File: src/rtl/core/qte_pkg.sv
// Shared types, widths and the arctangent table for the quaternion to Euler converter.
`timescale 1ns / 1ps
`default_nettype none
package qte_pkg;

	localparam int CORDIC_STAGES_DEF = 16;
	localparam int ATAN_TAB_LEN      = 24;

	// Sine and cosine terms are Q.28 with headroom for non-unit inputs.
	localparam int TERM_W  = 36;
	localparam int MAG_W   = 28;
	localparam int REM_W   = 57;
	localparam int SQRT_W  = 29;
	localparam int VEC_W   = 38;
	localparam int ANG_W   = 26;
	localparam int RND_W   = ANG_W - 9;

	localparam logic signed [ANG_W-1:0] QUARTER_TURN = ANG_W'(90 * 65536);
	localparam logic signed [RND_W-1:0] HALF_LIM     = RND_W'(23040);
	localparam logic signed [RND_W-1:0] QUARTER_LIM  = RND_W'(11520);

	typedef struct packed {
		logic signed [TERM_W-1:0] rs;
		logic signed [TERM_W-1:0] rc;
		logic signed [TERM_W-1:0] ys;
		logic signed [TERM_W-1:0] yc;
		logic signed [TERM_W-1:0] ps;
		logic                     sat_pos;
		logic                     sat_neg;
	} terms_t;

	// atan(2^-i) in degrees, scaled by 65536 and rounded.
	function automatic logic signed [ANG_W-1:0] atan_entry(input int idx);
		logic signed [ANG_W-1:0] v;
		case (idx)
			0: v = ANG_W'(2949120);
			1: v = ANG_W'(1740967);
			2: v = ANG_W'(919879);
			3: v = ANG_W'(466945);
			4: v = ANG_W'(234379);
			5: v = ANG_W'(117304);
			6: v = ANG_W'(58666);
			7: v = ANG_W'(29335);
			8: v = ANG_W'(14668);
			9: v = ANG_W'(7334);
			10: v = ANG_W'(3667);
			11: v = ANG_W'(1833);
			12: v = ANG_W'(917);
			13: v = ANG_W'(458);
			14: v = ANG_W'(229);
			15: v = ANG_W'(115);
			16: v = ANG_W'(57);
			17: v = ANG_W'(29);
			18: v = ANG_W'(14);
			19: v = ANG_W'(7);
			20: v = ANG_W'(4);
			21: v = ANG_W'(2);
			22: v = ANG_W'(1);
			default: v = '0;
		endcase
		return v;
	endfunction

endpackage
`default_nettype wire

File: src/rtl/core/qte_isqrt.sv
// Pipelined integer square root, one result bit per stage, with a carried side word.
`timescale 1ns / 1ps
`default_nettype none
module qte_isqrt #(
	parameter int SIDE_W = 1
) (
	input  wire                          clk,
	input  wire                          arst_n,
	input  wire                          en,
	input  wire                          in_valid,
	input  wire [qte_pkg::REM_W-1:0]     rad,
	input  wire [SIDE_W-1:0]             side_in,
	output logic                         out_valid,
	output logic [qte_pkg::SQRT_W-1:0]   root,
	output logic [SIDE_W-1:0]            side_out
);
	localparam int RW = qte_pkg::REM_W;
	localparam int NB = qte_pkg::SQRT_W;
	localparam int SW = RW + 1;

	logic [RW-1:0]     op_s  [NB];
	logic [SW-1:0]     res_s [NB];
	logic [SIDE_W-1:0] side_s[NB];
	logic [NB-1:0]     vld_s;

	for (genvar j = 0; j < NB; j++) begin : g_bit
		localparam logic [SW-1:0] ONE = SW'(1) << (2 * (NB - 1 - j));
		logic [RW-1:0]     op_p;
		logic [SW-1:0]     res_p;
		logic [SIDE_W-1:0] side_p;
		logic              vld_p;
		logic [SW:0]       trial;
		logic              ge;

		if (j == 0) begin : g_first
			assign op_p   = rad;
			assign res_p  = '0;
			assign side_p = side_in;
			assign vld_p  = in_valid;
		end else begin : g_next
			assign op_p   = op_s[j-1];
			assign res_p  = res_s[j-1];
			assign side_p = side_s[j-1];
			assign vld_p  = vld_s[j-1];
		end

		assign trial = {1'b0, res_p} + {1'b0, ONE};
		assign ge    = {2'b00, op_p} >= trial;

		always_ff @(posedge clk or negedge arst_n) begin
			if (!arst_n) begin
				vld_s[j] <= 1'b0;
			end else if (en) begin
				vld_s[j] <= vld_p;
			end
		end

		always_ff @(posedge clk) begin
			if (en) begin
				op_s[j]   <= ge ? op_p - trial[RW-1:0] : op_p;
				res_s[j]  <= ge ? (res_p >> 1) + ONE : res_p >> 1;
				side_s[j] <= side_p;
			end
		end
	end

	assign out_valid = vld_s[NB-1];
	assign root      = res_s[NB-1][NB-1:0];
	assign side_out  = side_s[NB-1];
endmodule
`default_nettype wire

File: config.mk
export PLATFORM = sky130hd
export DESIGN_NAME = qte_isqrt
export DESIGN_NICKNAME = d
export VERILOG_FILES = /design/src/rtl/core/qte_pkg.sv /design/src/rtl/core/qte_isqrt.sv
export SDC_FILE = /design/constraint.sdc
export NUM_CORES = 2
export LEC_CHECK = 0
export ABC_AREA = 0
export BUFFER_PORTS_ARGS = -buffer_cell sky130_fd_sc_hd__buf_2
export CAP_MARGIN = 20
export CELL_PAD_IN_SITES_DETAIL_PLACEMENT = 1
export CELL_PAD_IN_SITES_GLOBAL_PLACEMENT = 1
export CORE_ASPECT_RATIO = 0.6
export CORE_MARGIN = 5
export CORE_UTILIZATION = 48
export DETAILED_ROUTE_END_ITERATION = 12
export PLACE_DENSITY = 0.78
export SYNTH_ARGS = -nofsm -noshare
export SYNTH_HDL_FRONTEND = slang
export SYNTH_SLANG_ARGS = --single-unit
export TNS_END_PERCENT = 30
File: constraint.sdc
create_clock -name clk -period 3.85 [get_ports clk]
set_clock_uncertainty 0.1 [all_clocks]
set_input_delay 0.385 -clock clk [delete_from_list [all_inputs] [get_ports clk]]
set_output_delay 0.385 -clock clk [all_outputs]
set_load 0.02 [all_outputs]
==> summary.md <==
| Metric | Value |
|---|---|
| Violated checks | `DRC, setup timing` |
| Slew headroom | `29.92%` |
| Synth Area per Inst | `12.67 µm²` |
| Clk Latency, worst-skew pair | `890 ps` |
| Post-synth EDFFs | `2,060` |
| Max frequency | `253.9 MHz` |
| RSZ-0062 raised after global routing | `yes` |
| Final Cycle Share | `102.3%` |
| Vias in the first global route | `69.16k` |
| Finished Cell Area | `114,400 µm²` |
| Final #Nets | `9,048` |
| Min Tclk post-route | `3939 ps` |
| P_int | `47.08 mW` |
| Area Growth Syn to Fin | `15.30%` |
| Clock Tree Buf Depth | `4` |
| Post-placement cell count | `11.00k` |
| Clk slew on worst S/H paths | `70 ps` |
| VDD IR-drop max | `0.3983 mV` |
| Critical Path AT | `4410 ps` |
| Post-synth top cells | `edfxtp_1, inv_1, nor2_1, a21oi_1, ha_1` |
| Net Count, Synth | `8,350` |
| Layout fillers | `20.58k` |
| CTS Root Cell | `clkbuf_16` |
| Largest cells by area after synthesis | `edfxtp_1, ha_1, xor2_1, xnor2_1, a21oi_1` |
| FFs w/ async S/R, synth | `1.388%` |
| Number of library cell types mapped by synthesis | `90` |
| Most frequent cell after synthesis | `edfxtp_1` |
| Combinational share of power | `25.4%` |
| Power per Cell Area | `605.2 nW/µm²` |
| Max Slew Vio Count | `0` |
| Status | `finished with violations` |
| Global-route usage over all layers | `28.09%` |
| Ratio of cells with drive above 1 in the final layout | `13.09%` |
| CP required | `4320 ps` |
| Crit Path Class | `reg2reg` |
| Post-DRT Antenna Nets | `0` |
| Cell Chain, Critical Path | `ha_4 -> buf_4 -> o21a_1 -> o22ai_2 -> o21a_1 -> o211ai_1 -> a31o_2 -> a21bo_4 -> buf_4 -> nand4b_1 -> buf_6 -> or4_4 -> xnor2_1` |
| Area leader, netlist | `edfxtp_1` |
| Initial DRC count | `9,726` |
| Remaining Overflow, GRT | `0` |
| Final std cells w/o fill | `11.43k` |
| Max Cap Viol | `0` |
| Crit start category | `flip-flop` |
| Core Box Area | `205,800 µm²` |
| I/O Pins | `93` |
| Port bufs | `92` |
| Final worst setup slack | `-88.67 ps` |
| Hold Vio Cnt, Final | `0` |
| Residual DRC | `2` |
| NetSw | `22.13 mW` |
| Vias per inst | `6.088` |
| Initial core utilization | `48.20%` |
| Sw Ratio | `31.97%` |
| Reg power frac | `45.6%` |
| Synth warn | `0` |
| Setup violators final | `1` |
| TritonCTS clock tree | `built` |
| Worst slew pin tran | `1051 ps` |
| Syn Std Cell Area | `99,190 µm²` |
| CP max stage cell | `o211ai_1` |
| Post-route total power | `69.21 mW` |
| P_leak | `43.69 nW` |
| Largest net degree at the start of global routing | `178` |
| First-pass iteration count of the detailed router | `9` |
| CP endpoint kind | `flip-flop` |
| Mapped Cells | `7,828` |
| Clock sinks | `2,089` |
| Primary FF master, synth | `edfxtp_1` |
| Die Wd | `596.9 µm` |
| Die Height | `362.1 µm` |
| Cell Area, Placed | `106,600 µm²` |
| First-pass GRT wire length | `460.5 mm` |
| Seq cells post-synth | `2,089` |
| HPWL Detailed | `235.0 mm` |
| Post-synthesis sequential area ratio | `63.10%` |
| Crit Path Max Fanout | `6` |
| Routed WL | `311.6 mm` |
| CTS Buf Count | `203` |
| # rows | `129` |
| H-tree Lvls | `4` |
| Gpl congestion | `0.9506` |
| Worst stage delay on the critical path | `540 ps` |
| Initial antenna violation count | `18` |
| Routed wire per std cell | `27.27 µm` |
| Vias | `69.56k` |
| Synth top area share | `62.37%` |
| TNS Setup | `-88.67 ps` |
| Die area | `216,100 µm²` |
| Clock power frac | `28.9%` |
| Worst min-delay path class | `in2async` |
area by class of cell:
type                       count  area (µm²)  area share [%]
sequential                  2089       62590           54.73
timing repair buffer         648        5251           4.592
antenna                        3       7.507        0.006565
inverter                     587        2203           1.927
clock inverter               110        1022          0.8939
multi-input combinational   4997       34470           30.14
clock buffer                 242        5374           4.699
tap                         2751        3442           3.010
state kept, by name, summed over array words and instances (netlist names):
signal	cells
g_bit.vld_p	28
res_s	435
op_s	1596
out_valid	1
side_s	29
power groups by stage:
stage | logic [mW] | registers (mW) | clock network [mW]
after global placement | 15.7 | 31.7 | 0
after global routing | 18.8 | 31.8 | 21.4
after floorplan | 10.1 | 30.7 | 0
after detailed placement | 16.5 | 31.9 | 0
final | 17.6 | 31.6 | 20.0
after CTS | 16.9 | 31.5 | 20.3
metrics by stage:
stage	worst slack, ps	hold slack, ps	util (%)
after floorplan	232.4	-10.59	-
after global placement	-219.5	300.8	51.79
after detailed placement	-332.4	306.3	51.79
after CTS	-27.47	41.79	55.25
after global routing	-95.10	72.31	55.57
final	-88.67	57.52	55.57
critical path, delay by kind of cell (launching register included):
family,cells,cell delay [ps]
AO/OA/AOI/OAI,6,1680
XOR/XNOR,1,140
adder cells (fa/ha/maj),1,310
buffers and inverters,3,430
flip-flops,1,470
AND/OR/NAND/NOR,2,540
kinds of logic after synthesis:
family	Yosys count	share of synthesized area (%)
AND/OR/NAND/NOR	2313	12.07
flip-flops	2089	63.10
AO/OA/AOI/OAI	1453	9.157
buffers and inverters	743	2.841
XOR/XNOR	669	5.908
adder cells (fa/ha/maj)	460	5.803
multiplexers	100	1.121
other	1	0.003781
routing by layer:
| layer | vias up | share of wire, % | global-route usage (%) |
|---|---|---|---|
| li1 | 30680 | - | - |
| met1 | 35242 | 48 | 46.57 |
| met2 | 3327 | 38 | 35.67 |
| met3 | 310 | 13 | 9.261 |
| met4 | 4 | 1.2 | 3.799 |
| met5 | - | 0.0074 | 0 |
layout by cell type (no fill, tap or decap), drive strengths merged, types with 34 or more instances in the layout:
| cell | synthesis | final |
|---|---|---|
| xor2 | 335 | 335 |
| nor2b | 50 | 50 |
| dlygate4sd3 | 0 | 61 |
| a211oi | 45 | 45 |
| a31oi | 43 | 43 |
| nor3 | 248 | 248 |
| a21o | 188 | 188 |
| o31ai | 58 | 58 |
| clkbuf | 133 | 242 |
| ha | 460 | 460 |
| or3 | 116 | 116 |
| or2 | 37 | 37 |
| buf | 23 | 587 |
| nand2b | 78 | 78 |
| o21a | 84 | 84 |
| nand2 | 458 | 458 |
| nor2 | 546 | 546 |
| or4 | 48 | 48 |
| nor4 | 258 | 258 |
| mux2 | 89 | 89 |
| edfxtp | 2060 | 2060 |
| nor4b | 43 | 43 |
| nand3 | 124 | 124 |
| xnor2 | 334 | 334 |
| and3 | 44 | 44 |
| a21oi | 485 | 485 |
| clkinv | 1 | 74 |
| and2 | 34 | 34 |
| o21bai | 41 | 41 |
| nand4 | 112 | 112 |
| inv | 586 | 591 |
| o21ai | 316 | 316 |
repair_timing:
| item | CTS | global route |
|---|---|---|
| gates cloned | 0 | 1 |
| hold buffers | 61 | 0 |
| resized for setup | 27 | 113 |
| endpoints found under the hold margin | 110 | 0 |
| setup buffers | 0 | 13 |
| setup endpoints to repair | 122 | 328 |
| pin swaps | 3 | 21 |
path summary, 6_finish.rpt:
check	slack (ps)	end	cells after the start	start
min in group clk	110	op_s[0][41]	2	rad[41]
max in group asynchronous	3160	g_bit[19].vld_p	2	arst_n
max	-90	op_s[12][45]	13	op_s[11][67]
max reg2reg	-90	op_s[12][45]	13	op_s[11][67]
min	60	g_bit[28].vld_p	2	arst_n
min reg2reg	290	side_s[1][10]	0	side_s[1][9]
No activity file was read; power rests on OpenSTA's default activity.
